===== src/sv/uvst_pkg.sv =====
// shared types and codes of the unique value set table
package uvst_pkg;

    typedef enum logic [1:0] {
        CMD_LOOKUP = 2'd0,
        CMD_INSERT = 2'd1,
        CMD_REMOVE = 2'd2
    } cmd_t;

    typedef enum logic [1:0] {
        STAT_OK        = 2'd0,
        STAT_PRESENT   = 2'd1,
        STAT_FULL      = 2'd2,
        STAT_NOT_FOUND = 2'd3
    } status_t;

    typedef enum logic [2:0] {
        S_IDLE,
        S_CHECK,
        S_CMP,
        S_SH_CHK,
        S_SH_WR,
        S_FINISH
    } state_t;

    typedef struct packed {
        logic [1:0]        cmd;
        logic signed [31:0] value;
    } in_word_t;

    typedef struct packed {
        logic [1:0] status;
        logic [2:0] position;
        logic [3:0] entry_count;
    } out_word_t;

    typedef struct packed {
        logic    load;
        logic    idx_inc;
        logic    rd_en;
        logic    rd_next;
        logic    ins_wr;
        logic    sh_wr;
        logic    cnt_dec;
        logic    pos_set;
        logic    set_status;
        status_t status;
        logic    out_load;
    } ctrl_cmd_t;

    typedef struct packed {
        logic [1:0] cmd;
        logic       full;
        logic       idx_end;
        logic       sh_end;
        logic       match;
        logic       out_free;
    } dp_stat_t;

endpackage


===== src/sv/uvst_ram.sv =====
// generic simple dual-port ram with registered read
module uvst_ram #(
    parameter int WIDTH = 32,
    parameter int DEPTH = 8
) (
    input  logic                                  aclk,
    input  logic                                  wr_en,
    input  logic [(DEPTH > 1 ? $clog2(DEPTH) : 1)-1:0] wr_addr,
    input  logic [WIDTH-1:0]                      wr_data,
    input  logic                                  rd_en,
    input  logic [(DEPTH > 1 ? $clog2(DEPTH) : 1)-1:0] rd_addr,
    output logic [WIDTH-1:0]                      rd_data
);

    logic [WIDTH-1:0] mem_reg [DEPTH];
    logic [WIDTH-1:0] rd_data_reg;

    always_ff @(posedge aclk) begin
        if (wr_en) begin
            mem_reg[wr_addr] <= wr_data;
        end
        if (rd_en) begin
            rd_data_reg <= mem_reg[rd_addr];
        end
    end

    assign rd_data = rd_data_reg;

endmodule


===== src/sv/uvst_ctrl.sv =====
// controller state machine of the unique value set table
module uvst_ctrl (
    input  logic                aclk,
    input  logic                aresetn,
    input  logic                s_valid,
    output logic                s_ready,
    input  uvst_pkg::dp_stat_t  stat,
    output uvst_pkg::ctrl_cmd_t cmd
);
    import uvst_pkg::*;

    state_t state_reg;
    state_t state_next;

    always_ff @(posedge aclk) begin
        if (!aresetn) begin
            state_reg <= S_IDLE;
        end else begin
            state_reg <= state_next;
        end
    end

    always_comb begin
        state_next = state_reg;
        cmd        = '0;
        cmd.status = STAT_OK;
        s_ready    = 1'b0;
        case (state_reg)
            S_IDLE: begin
                s_ready = 1'b1;
                if (s_valid) begin
                    cmd.load   = 1'b1;
                    state_next = S_CHECK;
                end
            end
            S_CHECK: begin
                if (stat.cmd == CMD_INSERT && stat.full) begin
                    cmd.set_status = 1'b1;
                    cmd.status     = STAT_FULL;
                    state_next     = S_FINISH;
                end else if (stat.idx_end) begin
                    cmd.set_status = 1'b1;
                    if (stat.cmd == CMD_INSERT) begin
                        cmd.ins_wr = 1'b1;
                        cmd.status = STAT_OK;
                    end else begin
                        cmd.status = STAT_NOT_FOUND;
                    end
                    state_next = S_FINISH;
                end else begin
                    cmd.rd_en  = 1'b1;
                    state_next = S_CMP;
                end
            end
            S_CMP: begin
                if (stat.match) begin
                    cmd.set_status = 1'b1;
                    if (stat.cmd == CMD_INSERT) begin
                        cmd.status = STAT_PRESENT;
                        state_next = S_FINISH;
                    end else if (stat.cmd == CMD_REMOVE) begin
                        cmd.status  = STAT_OK;
                        cmd.pos_set = 1'b1;
                        cmd.cnt_dec = 1'b1;
                        state_next  = S_SH_CHK;
                    end else begin
                        cmd.status  = STAT_OK;
                        cmd.pos_set = 1'b1;
                        state_next  = S_FINISH;
                    end
                end else begin
                    cmd.idx_inc = 1'b1;
                    state_next  = S_CHECK;
                end
            end
            S_SH_CHK: begin
                if (stat.sh_end) begin
                    state_next = S_FINISH;
                end else begin
                    cmd.rd_en   = 1'b1;
                    cmd.rd_next = 1'b1;
                    state_next  = S_SH_WR;
                end
            end
            S_SH_WR: begin
                cmd.sh_wr   = 1'b1;
                cmd.idx_inc = 1'b1;
                state_next  = S_SH_CHK;
            end
            S_FINISH: begin
                if (stat.out_free) begin
                    cmd.out_load = 1'b1;
                    state_next   = S_IDLE;
                end
            end
            default: begin
                state_next = S_IDLE;
            end
        endcase
    end

endmodule


===== src/sv/uvst_dp.sv =====
// datapath: request registers, count, scan index, entry ram and result register
module uvst_dp #(
    parameter int CAPACITY = 8
) (
    input  logic                 aclk,
    input  logic                 aresetn,
    input  uvst_pkg::in_word_t   s_word,
    output logic                 m_valid,
    input  logic                 m_ready,
    output uvst_pkg::out_word_t  m_word,
    input  uvst_pkg::ctrl_cmd_t  cmd,
    output uvst_pkg::dp_stat_t   stat
);
    import uvst_pkg::*;

    localparam int CW = $clog2(CAPACITY + 1);
    localparam int AW = (CAPACITY > 1) ? $clog2(CAPACITY) : 1;

    logic [1:0]    cmd_reg,   cmd_next;
    logic [31:0]   value_reg, value_next;
    logic [CW-1:0] count_reg, count_next;
    logic [CW-1:0] idx_reg,   idx_next;
    logic [CW-1:0] pos_reg,   pos_next;
    status_t       status_reg, status_next;
    logic          m_valid_reg, m_valid_next;
    out_word_t     m_word_reg, m_word_next;

    logic [CW-1:0] idx_plus;
    logic          ram_wr_en;
    logic [AW-1:0] ram_wr_addr;
    logic [31:0]   ram_wr_data;
    logic [AW-1:0] ram_rd_addr;
    logic [31:0]   ram_rd_data;

    assign idx_plus = idx_reg + CW'(1);

    always_comb begin
        cmd_next     = cmd_reg;
        value_next   = value_reg;
        count_next   = count_reg;
        idx_next     = idx_reg;
        pos_next     = pos_reg;
        status_next  = status_reg;
        m_valid_next = m_valid_reg;
        m_word_next  = m_word_reg;
        if (cmd.load) begin
            cmd_next   = s_word.cmd;
            value_next = s_word.value;
            idx_next   = '0;
            pos_next   = '0;
        end
        if (cmd.idx_inc) begin
            idx_next = idx_plus;
        end
        if (cmd.pos_set) begin
            pos_next = idx_reg;
        end
        if (cmd.ins_wr) begin
            pos_next   = count_reg;
            count_next = count_reg + CW'(1);
        end
        if (cmd.cnt_dec) begin
            count_next = count_reg - CW'(1);
        end
        if (cmd.set_status) begin
            status_next = cmd.status;
        end
        if (cmd.out_load) begin
            m_valid_next            = 1'b1;
            m_word_next.status      = status_reg;
            m_word_next.position    = 3'(pos_reg);
            m_word_next.entry_count = 4'(count_reg);
        end else if (m_ready) begin
            m_valid_next = 1'b0;
        end
    end

    always_ff @(posedge aclk) begin
        if (!aresetn) begin
            count_reg   <= '0;
            m_valid_reg <= 1'b0;
        end else begin
            count_reg   <= count_next;
            m_valid_reg <= m_valid_next;
        end
        cmd_reg    <= cmd_next;
        value_reg  <= value_next;
        idx_reg    <= idx_next;
        pos_reg    <= pos_next;
        status_reg <= status_next;
        m_word_reg <= m_word_next;
    end

    assign ram_wr_en   = cmd.ins_wr | cmd.sh_wr;
    assign ram_wr_addr = cmd.ins_wr ? count_reg[AW-1:0] : idx_reg[AW-1:0];
    assign ram_wr_data = cmd.ins_wr ? value_reg : ram_rd_data;
    assign ram_rd_addr = cmd.rd_next ? idx_plus[AW-1:0] : idx_reg[AW-1:0];

    uvst_ram #(
        .WIDTH (32),
        .DEPTH (CAPACITY)
    ) u_entries (
        .aclk    (aclk),
        .wr_en   (ram_wr_en),
        .wr_addr (ram_wr_addr),
        .wr_data (ram_wr_data),
        .rd_en   (cmd.rd_en),
        .rd_addr (ram_rd_addr),
        .rd_data (ram_rd_data)
    );

    assign stat.cmd      = cmd_reg;
    assign stat.full     = (count_reg == CW'(CAPACITY));
    assign stat.idx_end  = (idx_reg == count_reg);
    assign stat.sh_end   = (idx_reg >= count_reg);
    assign stat.match    = (ram_rd_data == value_reg);
    assign stat.out_free = ~m_valid_reg | m_ready;

    assign m_valid = m_valid_reg;
    assign m_word  = m_word_reg;

endmodule


===== src/sv/unique_value_set_table_unit.sv =====
// top level of the unique value set table
//
//   channel   direction  handshake          word
//   s_        in         s_valid / s_ready  in_word_t  {cmd, value}
//   m_        out        m_valid / m_ready  out_word_t {status, position, entry_count}
//
// a scan step of the entry ram reads in S_CHECK and compares in S_CMP
// remove: the shift down of the later entries is done before the result is given
// reset clears the count and the result valid flag; entries need no clearing
// a result waiting on m_ready does not block the next word; the block only
// stalls when a second result is ready before the first is taken
module unique_value_set_table_unit #(
    parameter int CAPACITY = 8
) (
    input  logic                aclk,
    input  logic                aresetn,
    input  logic                s_valid,
    output logic                s_ready,
    input  uvst_pkg::in_word_t  s_word,
    output logic                m_valid,
    input  logic                m_ready,
    output uvst_pkg::out_word_t m_word
);
    import uvst_pkg::*;

    ctrl_cmd_t ctrl_cmd;
    dp_stat_t  dp_stat;

    uvst_ctrl u_ctrl (
        .aclk    (aclk),
        .aresetn (aresetn),
        .s_valid (s_valid),
        .s_ready (s_ready),
        .stat    (dp_stat),
        .cmd     (ctrl_cmd)
    );

    uvst_dp #(
        .CAPACITY (CAPACITY)
    ) u_dp (
        .aclk    (aclk),
        .aresetn (aresetn),
        .s_word  (s_word),
        .m_valid (m_valid),
        .m_ready (m_ready),
        .m_word  (m_word),
        .cmd     (ctrl_cmd),
        .stat    (dp_stat)
    );

endmodule


===== config.mk =====
export PLATFORM = sky130hd
export DESIGN_NAME = unique_value_set_table_unit
export DESIGN_NICKNAME = d
export VERILOG_FILES = /design/src/sv/uvst_pkg.sv /design/src/sv/uvst_ram.sv /design/src/sv/uvst_ctrl.sv /design/src/sv/uvst_dp.sv /design/src/sv/unique_value_set_table_unit.sv
export SDC_FILE = /design/constraint.sdc
export NUM_CORES = 1
export LEC_CHECK = 0
export BUFFER_PORTS_ARGS = -buffer_cell sky130_fd_sc_hd__buf_2
export CAP_MARGIN = 20
export CORE_MARGIN = 3
export CORE_UTILIZATION = 45
export DETAILED_ROUTE_END_ITERATION = 7
export PLACE_DENSITY = 0.71
export SLEW_MARGIN = 20
export SYNTH_ARGS = -nofsm -noshare
export SYNTH_HDL_FRONTEND = slang
export SYNTH_SLANG_ARGS = --single-unit

===== constraint.sdc =====
create_clock -name aclk -period 10.25 [get_ports aclk]
set_input_delay 0.5125 -clock aclk [delete_from_list [all_inputs] [get_ports aclk]]
set_output_delay 0.5125 -clock aclk [all_outputs]
set_load 0.005 [all_outputs]

==> results of run 1 <==
synthesized netlist by cell type, types with 5 or more instances:
cell and instances:
a221oi_1 128, a211oi_1 131, mux2i_1 128, nand2_1 108, o21ai_0 6, nor2b_1 135, a21oi_1 8, edfxtp_1 340
xor2_1 11, inv_1 10, nor4_1 8, or4_1 34, buf_6 5, nand2b_1 7, ha_1 7, a31oi_1 5
clkbuf_1 84, nor3_1 9, nand3_1 9, dfxtp_1 8, nand4_1 9, buf_2 24, xnor2_1 23, nor2_1 21
cells by family (layout without fill, tap and decap cells):
logic type	Yosys count	in the layout	share of synthesized area, %
AO/OA/AOI/OAI	304	304	14.4
XOR/XNOR	34	34	1.74
adder cells (fa/ha/maj)	8	8	0.630
buffers and inverters	127	147	3.23
flip-flops	348	348	60.7
multiplexers	128	128	7.50
AND/OR/NAND/NOR	362	362	11.9
final timing paths:
path | endpoint | slack [ps]
setup reg to reg | u_dp.u_entries.rd_data[1] | 5380
hold / removal | u_dp.value_reg[7] | 140
setup / recovery | u_dp.u_entries.rd_data[1] | 5380
hold reg to reg | u_dp.m_word[6] | 430
per-layer routing:
layer | track usage, % | up-vias
li1 | - | 5222
met1 | 28.2 | 5782
met2 | 32.8 | 417
met3 | 3.63 | 72
met4 | 5.87 | 2
met5 | 0 | -
power groups by stage:
stage / Combinational [uW] / Clock [uW] / Sequential [uW]
2_1_floorplan: 869 / 0 / 1820
3_3_place_gp: 1120 / 0 / 1850
3_5_place_dp: 1150 / 0 / 1850
4_1_cts: 1160 / 1340 / 1830
5_1_grt: 1270 / 1400 / 1830
6_report: 1170 / 1320 / 1830
placed cells by master (no fill, tap or decap), drive strengths merged, types with 3 or more instances in the layout:
cell and n:
a211o 3, a21o 4, a221oi 128, nor2b 135
mux2i 128, nand4bb 3, dfxtp 8, buf 71
nand4 9, inv 13, a31oi 5, xnor2 23
nor2 21, a211oi 134, bufinv 4, clkinv 17
clkbuf 39, xor2 11, clkinvlp 3, ha 7
nor4 8, or3b 3, nand2 108, nor3 9
o21ai 8, nand2b 7, nor4b 3, or4 34
edfxtp 340, nand3 9, a21oi 8
metrics by stage:
step                      total power, uW  setup slack, ps
after global routing                 4500             4990
after CTS                            4320             5410
after global placement               2970             5570
after detailed placement             3010             5390
final                                4320             5380
after floorplan                      2690             6320
worst max-delay path: stages (launching register included):
cell and delay, ps:
edfxtp_1 370, buf_12 650, ha_4 610, buf_4 930
buf_4 860, nor2b_1 120, a211oi_1 240, a221oi_1 110
or4_1 540
final cells by class:
class | count | area share (%)
Timing Repair Buffer | 71 | 2.68
Tap cell | 504 | 3.31
Inverter | 10 | 0.197
Sequential cell | 348 | 54.5
Clock inverter | 27 | 1.32
Clock buffer | 39 | 4.91
Multi-Input combinational cell | 836 | 33.1
==> reports/results.ini, run 1 <==
[critical_path]
reg2reg_depth = 8
worstSetupStartpoint = u_dp.idx_reg[1]
r2r_start = u_dp.idx_reg[1]
cp-end-kind = flip-flop
crit_type = flip-flop to flip-flop
worst_ep_required_time_ps = 10540
cp-start-kind = flip-flop
arrival_ps = 5160
worstPathMaxFanout = 136

[drt]
wl_met3_microns = 2860
wl_per_cell_microns = 22.8
wl_met2_microns = 19900
topRoutingLayerUsed = met5
firstDrtPassIters = 5
drt-total-wl_microns = 41900
drc_errors = 0
num_vias = 11495
final_antenna_net_count = 0
wl_met1_microns = 18200
avgViaCountPerCell = 6.26
drtIter0Drc = 1057

[logic_synthesis]
netlist_instances = 1311
ys.flop_type = edfxtp_1
syn-num-nets = 1357
synth_edf_count = 340
async_flop_share_pct = 0
synth_area_per_cell_sq_um = 13.0
yosys_warnings = 0
ys_seq_area_share_pct = 60.7
syn_area_sq_um = 17100
synth_cell_types = 57
yosysTopAreaCell = edfxtp_1
synth_top_area_share_pct = 59.8
ys_ff_latch = 348
synth_area_leaders = edfxtp_1 (60%), mux2i_1 (7.5%), a221oi_1 (6.6%), a211oi_1 (5.8%), nor2b_1 (4.9%)

[outcome]
outcome = complete, no violations

[pwr]
p_switching_uw = 1420
pwr-share-comb_pct = 27.1
power_frac_clock_pct = 30.6
vdd_drop_max_mv = 0.178
p_seq_share_pct = 42.3
power.leakage_uw = 0.00612
powerDensity_nw_per_um2 = 227
internal_power_uw = 2890
switching_share_pct = 33.0

[placed_design]
portBuffers = 48
dpl_cell_area_sq_um = 17800
routabilityCongestion = 0.756
dpl.cell_count = 1769
hpwlAfterDp_microns = 23100

[grt]
grt_pass1_wl_microns = 65000
first_global_vias = 11217
antenna_found_initial = 1
gr-total-overflow = 0
track_usage_pct = 20.3
grt_start_max_net_pins = 137

[sta]
rsz0062_at_grt = false
setup_violations = 0
maxSlewHeadroom_pct = 27.4
finalHoldViolCount = 0
fin_crit_sh_pct = 47.5
slew_violations = 0
tightest_slew_ps = 1090
setup-tns-final_ps = 0
holdWs_ps = 137
clock_skew_ps = 25.4
fmax_ghz = 0.205
period_needed_ps = 4870

[die]
die_w_microns = 201
pin_count = 49
row_count = 70
start_util_pct = 46.1
core_area_sq_um = 37000
die-area_sq_um = 40300
fp.dieH_microns = 201

[cells_and_area]
antenna-diode-count = 0
final_area_sq_um = 19000
final_nets = 1350
multiInputGateArea_sq_um = 6290
largest_register_ffs = 256
final_cells = 1835
area_delta_synth_final_pct = 11.3
layout-drive-gt1-share_pct = 11.1
fin_util_pct = 51.3
nFillCells = 3085
ff_latch_area_sq_um = 10400

[clocking]
path_clk_slew_ps = 60
clk_path_buf_depth = 3
post_cts_buffers = 0
clockRootBuffer = clkbuf_16
cts_resized = 0
cts_tree = done
cts_hold_buf = 0
clock-sinks = 348
htree_levels = 2
clk_latency_ps = 550
cts_buffers = 37

[min_path]
hp-start = s_word[7]
holdPathStages = 1
hold_class = primary input to flip-flop

[flow_run]
drv_cap = 0

(Power assumes the default switching activity.)
==> inputs of run 2 (changes only) <==
Clock period 10.25 ns to 4.5 ns, I/O delays scaled along.
==> run 2 against run 1 <==
  * Non-clock buffer count up 39
  * Via count up 2.3%
  * Register-to-register slack worse by 4700 ps
  * Final area up 2.0%
  * Die area unchanged
  * Utilization up 1.0 points
  * Fmax up 29%
  * Routed wire length up 3.9%
  * Critical endpoint is now u_dp.u_entries.mem_reg[4][16]
==> reports/results.ini, run 2 (same netlist as run 1, synthesis figures left out) <==
[sta]
finalHoldViolCount = 0
period_needed_ps = 3790
fin_crit_sh_pct = 84.1
clock_skew_ps = 22.2
setup-tns-final_ps = 0
tightest_slew_ps = 1120
slew_violations = 0
maxSlewHeadroom_pct = 25.1
fmax_ghz = 0.264
rsz0062_at_grt = false
setup_violations = 0

[drt]
firstDrtPassIters = 7
drc_errors = 0
num_vias = 11755
wl_per_cell_microns = 23.2
drtIter0Drc = 1142
avgViaCountPerCell = 6.27
final_antenna_net_count = 0
drt-total-wl_microns = 43500

[clocking]
clk_latency_ps = 550
clock-sinks = 348
cts_resized = 0
path_clk_slew_ps = 60
clockRootBuffer = clkbuf_16
post_cts_buffers = 0
cts_tree = done
clk_path_buf_depth = 3
cts_hold_buf = 35
cts_buffers = 38
htree_levels = 2

[critical_path]
reg2reg_depth = 7
slowest_delay_ps = 870
worst_ep_required_time_ps = 4730
worstSetupStartpoint = u_dp.count_reg[2]
ff2ff_setup_slack_ps = 710
crit_type = flip-flop to flip-flop
cp_slowest_cell = nor4_2
cp_top_family = simple AND/OR/NAND/NOR gates
cp-start-kind = flip-flop
crit_path_end = u_dp.u_entries.mem_reg[4][16]
r2r_start = u_dp.count_reg[2]
cp-end-kind = flip-flop
worstPathMaxFanout = 25
critPathBufInv = 2
r2r_end = u_dp.u_entries.mem_reg[4][16]
crit_chain = inv_1 -> ha_1 -> nand4_1 -> nor4_2 -> a22oi_1 -> nor2_4 -> buf_12
crit_cells = 7
arrival_ps = 4010

[placed_design]
routabilityCongestion = 0.804
hpwlAfterDp_microns = 23200
dpl_cell_area_sq_um = 17900
portBuffers = 48

[pwr]
power.leakage_uw = 0.00628
power_frac_clock_pct = 29.2
p_switching_uw = 3290
powerDensity_nw_per_um2 = 506
vdd_drop_max_mv = 0.343
pwr-share-comb_pct = 28.7
p_seq_share_pct = 42.2
switching_share_pct = 33.5
internal_power_uw = 6520

[flow_run]
drv_cap = 0

[cells_and_area]
final_area_sq_um = 19400
final_nets = 1390
largest_register_ffs = 256
layout_commonest_cell = edfxtp_1
layout-drive-gt1-share_pct = 10.8
area_delta_synth_final_pct = 13.5
mostFrequentLayoutCells = edfxtp_1 (340), nor2b_1 (135), a211oi_1 (131)
antenna-diode-count = 0

[die]
start_util_pct = 46.1
fp.dieH_microns = 201
pin_count = 49
core_area_sq_um = 37000
die_w_microns = 201
die-area_sq_um = 40300
row_count = 70

[outcome]
outcome = complete, no violations

[grt]
gr-total-overflow = 0
grt_start_max_net_pins = 136
antenna_found_initial = 0
first_global_vias = 11577
track_usage_pct = 20.8
grt_pass1_wl_microns = 65900

[min_path]
hold_class = primary input to flip-flop

==> run 2: changes by cell type in the layout (fill, tap and decap cells not counted), sizes merged <==
cell         previous run  this run
dlygate4sd3             0        35
clkinvlp                3         1
clkbuf                 39        49
buf                    71        75
clkinv                 17        15
bufinv                  4         0
inv                    13        11
==> run 2: through the flow <==
step / hold slack (ps) / total power, uW / setup WS [ps] / utilization (%) / cells
2_1_floorplan: 324 / 6130 / 567 / - / 1311
3_3_place_gp: 401 / 6840 / 953 / 48.3 / 1772
3_5_place_dp: 403 / 6930 / 780 / 48.3 / 1772
4_1_cts: 32.3 / 9810 / 749 / 52.3 / 1873
5_1_grt: 83.8 / 10200 / 381 / 52.4 / 1874
6_report: 44.6 / 9810 / 714 / 52.4 / 1874
==> run 2: routing by layer <==
layer  GRT usage [%]  wire length (microns)  up-vias
li1                -                      -     5286
met1            27.6                  18200     5907
met3            3.49                   2990       90
met2            34.9                  21100      472
met4            6.95                   1180        0
met5               0                      0        -
==> run 2: worst min path at each step <==
| stage | startpoint | to | slack [ps] | depth (start not counted) |
|---|---|---|---|---|
| 2_1_floorplan | s_word[32] | u_dp.cmd_reg[0] | 320 | 0 |
| 3_3_place_gp | u_dp.status_reg[1] | u_dp.m_word[8] | 400 | 0 |
| 3_5_place_dp | s_word[9] | u_dp.value_reg[9] | 400 | 1 |
| 4_1_cts | m_ready | u_dp.m_valid | 30 | 3 |
| 5_1_grt | m_ready | u_dp.m_valid | 80 | 3 |
| 6_report | m_ready | u_dp.m_valid | 40 | 3 |
==> run 2: worst reg2reg max path, stage by stage (launching register included) <==
cell,delay [ps]
dfxtp_1,490
inv_1,130
ha_1,420
nand4_1,260
nor4_2,870
a22oi_1,500
nor2_4,490
buf_12,290
==> run 2: cell type report <==
cell class | instances | area (sq um)
sequential | 348 | 10400
inverter | 10 | 37.5
clock inverter | 17 | 106
multi-input combinational | 836 | 6290
clock buffer | 49 | 1020
fill | 3048 | 17600
tap | 504 | 631
timing repair buffer | 110 | 938
==> run 2: power by group through the flow <==
stage / clock network (uW) / logic, uW / registers, uW
after floorplan: 0 / 1980 / 4150
after global placement: 0 / 2650 / 4190
after detailed placement: 0 / 2730 / 4200
after CTS: 2910 / 2770 / 4130
after global routing: 3050 / 3020 / 4150
final: 2860 / 2810 / 4140
==> inputs of run 3 (changes only) <==
Clock period 4.5 ns to 3.9 ns, I/O delays scaled along.
==> run 3 against run 2 <==
  * Total power up 18%
  * Final area up 0.85%
  * Cell count up 0.80%
  * Count of clock-buffer cells in the layout down 4
  * Global-route usage up 0.93 points
  * Via count up 1.7%
  * Critical endpoint is now u_dp.u_entries.rd_data[27]
==> reports/results.ini, run 3 (same netlist as run 1, synthesis figures left out) <==
[outcome]
outcome = complete, no violations

[flow_run]
drv_cap = 0

[die]
core_area_sq_um = 37000
row_count = 70
die-area_sq_um = 40300
fp.dieH_microns = 201
die_w_microns = 201
start_util_pct = 46.1
pin_count = 49

[clocking]
cts_tree = done
cts_buffers = 37
cts_resized = 0
htree_levels = 2
clock-sinks = 348
clk_latency_ps = 550
path_clk_slew_ps = 60
clk_path_buf_depth = 3
clockRootBuffer = clkbuf_16

[drt]
final_antenna_net_count = 0
wl_per_cell_microns = 23.9
drtIter0Drc = 1151
drt-total-wl_microns = 45200
drc_errors = 0
avgViaCountPerCell = 6.33
firstDrtPassIters = 5
num_vias = 11949

[cells_and_area]
area_delta_synth_final_pct = 14.5
mostFrequentLayoutCells = edfxtp_1 (340), nor2b_1 (135), a211oi_1 (131)
largest_register_ffs = 256
final_nets = 1403
antenna-diode-count = 0
layout-drive-gt1-share_pct = 11.7
layout_commonest_cell = edfxtp_1
final_cells = 1889

[critical_path]
arrival_ps = 3670
cp-start-kind = flip-flop
worstPathMaxFanout = 60
cp-end-kind = flip-flop
crit_type = flip-flop to flip-flop
worst_ep_required_time_ps = 4150

[pwr]
switching_share_pct = 33.6
internal_power_uw = 7660
pwr-share-comb_pct = 29.7
power.leakage_uw = 0.00637
p_seq_share_pct = 41.4
p_switching_uw = 3880
power_frac_clock_pct = 28.9
vdd_drop_max_mv = 0.626
powerDensity_nw_per_um2 = 589

[sta]
maxSlewHeadroom_pct = 28.1
finalHoldViolCount = 0
clock_skew_ps = 20.8
fmax_ghz = 0.292
period_needed_ps = 3430
rsz0062_at_grt = false
tightest_slew_ps = 1080
setup_violations = 0
slew_violations = 0
fin_crit_sh_pct = 87.9
setup-tns-final_ps = 0

[placed_design]
portBuffers = 48
hpwlAfterDp_microns = 25600
routabilityCongestion = 0.876
dpl.cell_count = 1787

[grt]
grt_start_max_net_pins = 117
gr-total-overflow = 0
grt_pass1_wl_microns = 68700
track_usage_pct = 21.7
antenna_found_initial = 0
first_global_vias = 11620

[min_path]
hold_class = primary input to flip-flop

-- run 3: cell count changes in the layout (fill, tap and decap cells not counted), moves of 2 or more --
cell and delta:
clkinv_1 +2, buf_12 +6, bufinv_16 +2, clkbuf_16 -2, buf_4 +9
-- run 3: path summary, 6_finish.rpt --
check,slack (ps),from,end,depth (start not counted)
max,470,u_dp.idx_reg[0],u_dp.u_entries.rd_data[27],9
min,100,m_ready,u_dp.m_valid,3
max reg2reg,470,u_dp.idx_reg[0],u_dp.u_entries.rd_data[27],9
min reg2reg,420,u_dp.status_reg[1],u_dp.m_word[8],0
-- run 3: metal layers --
| layer | share of wire (%) | wire length (microns) | track usage (%) |
|---|---|---|---|
| met5 | 0 | 0 | 0 |
| met4 | 2.6 | 1160 | 6.83 |
| met3 | 7.7 | 3470 | 3.42 |
| met2 | 47 | 21200 | 34.8 |
| met1 | 43 | 19400 | 30.7 |
-- run 3: cell type report --
| type | count | area, sq um |
|---|---|---|
| Clock buffer | 45 | 956 |
| Timing Repair Buffer | 124 | 1100 |
| Fill cell | 3029 | 17500 |
| Multi-Input combinational cell | 836 | 6290 |
| Clock inverter | 22 | 179 |
| Inverter | 10 | 37.5 |
| Sequential cell | 348 | 10400 |
| Tap cell | 504 | 631 |
-- run 3: repair_timing --
action	4_1_cts	5_1_grt
buffers inserted	0	0
hold buffers	35	0
endpoints found under the hold margin	36	0
endpoints found under the setup margin	0	0
-- run 3: power groups by stage --
stage | registers [uW] | logic (uW) | clock network (uW)
2_1_floorplan | 4790 | 2280 | 0
5_1_grt | 4790 | 3660 | 3550
6_report | 4770 | 3430 | 3330
3_3_place_gp | 4830 | 3250 | 0
4_1_cts | 4770 | 3370 | 3380
3_5_place_dp | 4840 | 3340 | 0
-- run 3: metrics by stage --
| step | worst slack (ps) | hold slack [ps] | instance area (sq um) | total power, uW | util (%) |
|---|---|---|---|---|---|
| 6_report | 471 | 95.2 | 19600 | 11500 | 52.8 |
| 5_1_grt | 241 | 125 | 19600 | 12000 | 52.8 |
| 4_1_cts | 498 | 78.7 | 19600 | 11500 | 52.8 |
| 3_5_place_dp | 505 | 373 | 18100 | 8180 | 48.8 |
| 3_3_place_gp | 601 | 371 | 18100 | 8080 | 48.8 |
| 2_1_floorplan | 104 | 294 | 17100 | 7070 | - |
-- run 3: critical path, cell delays in order (launching register included) --
cell and delay, ps:
edfxtp_1 380, inv_1 250, ha_1 300, nand2b_1 160, a21o_1 240, a21o_4 300
nand2_4 360, buf_12 330, a221oi_1 130, or4_1 630
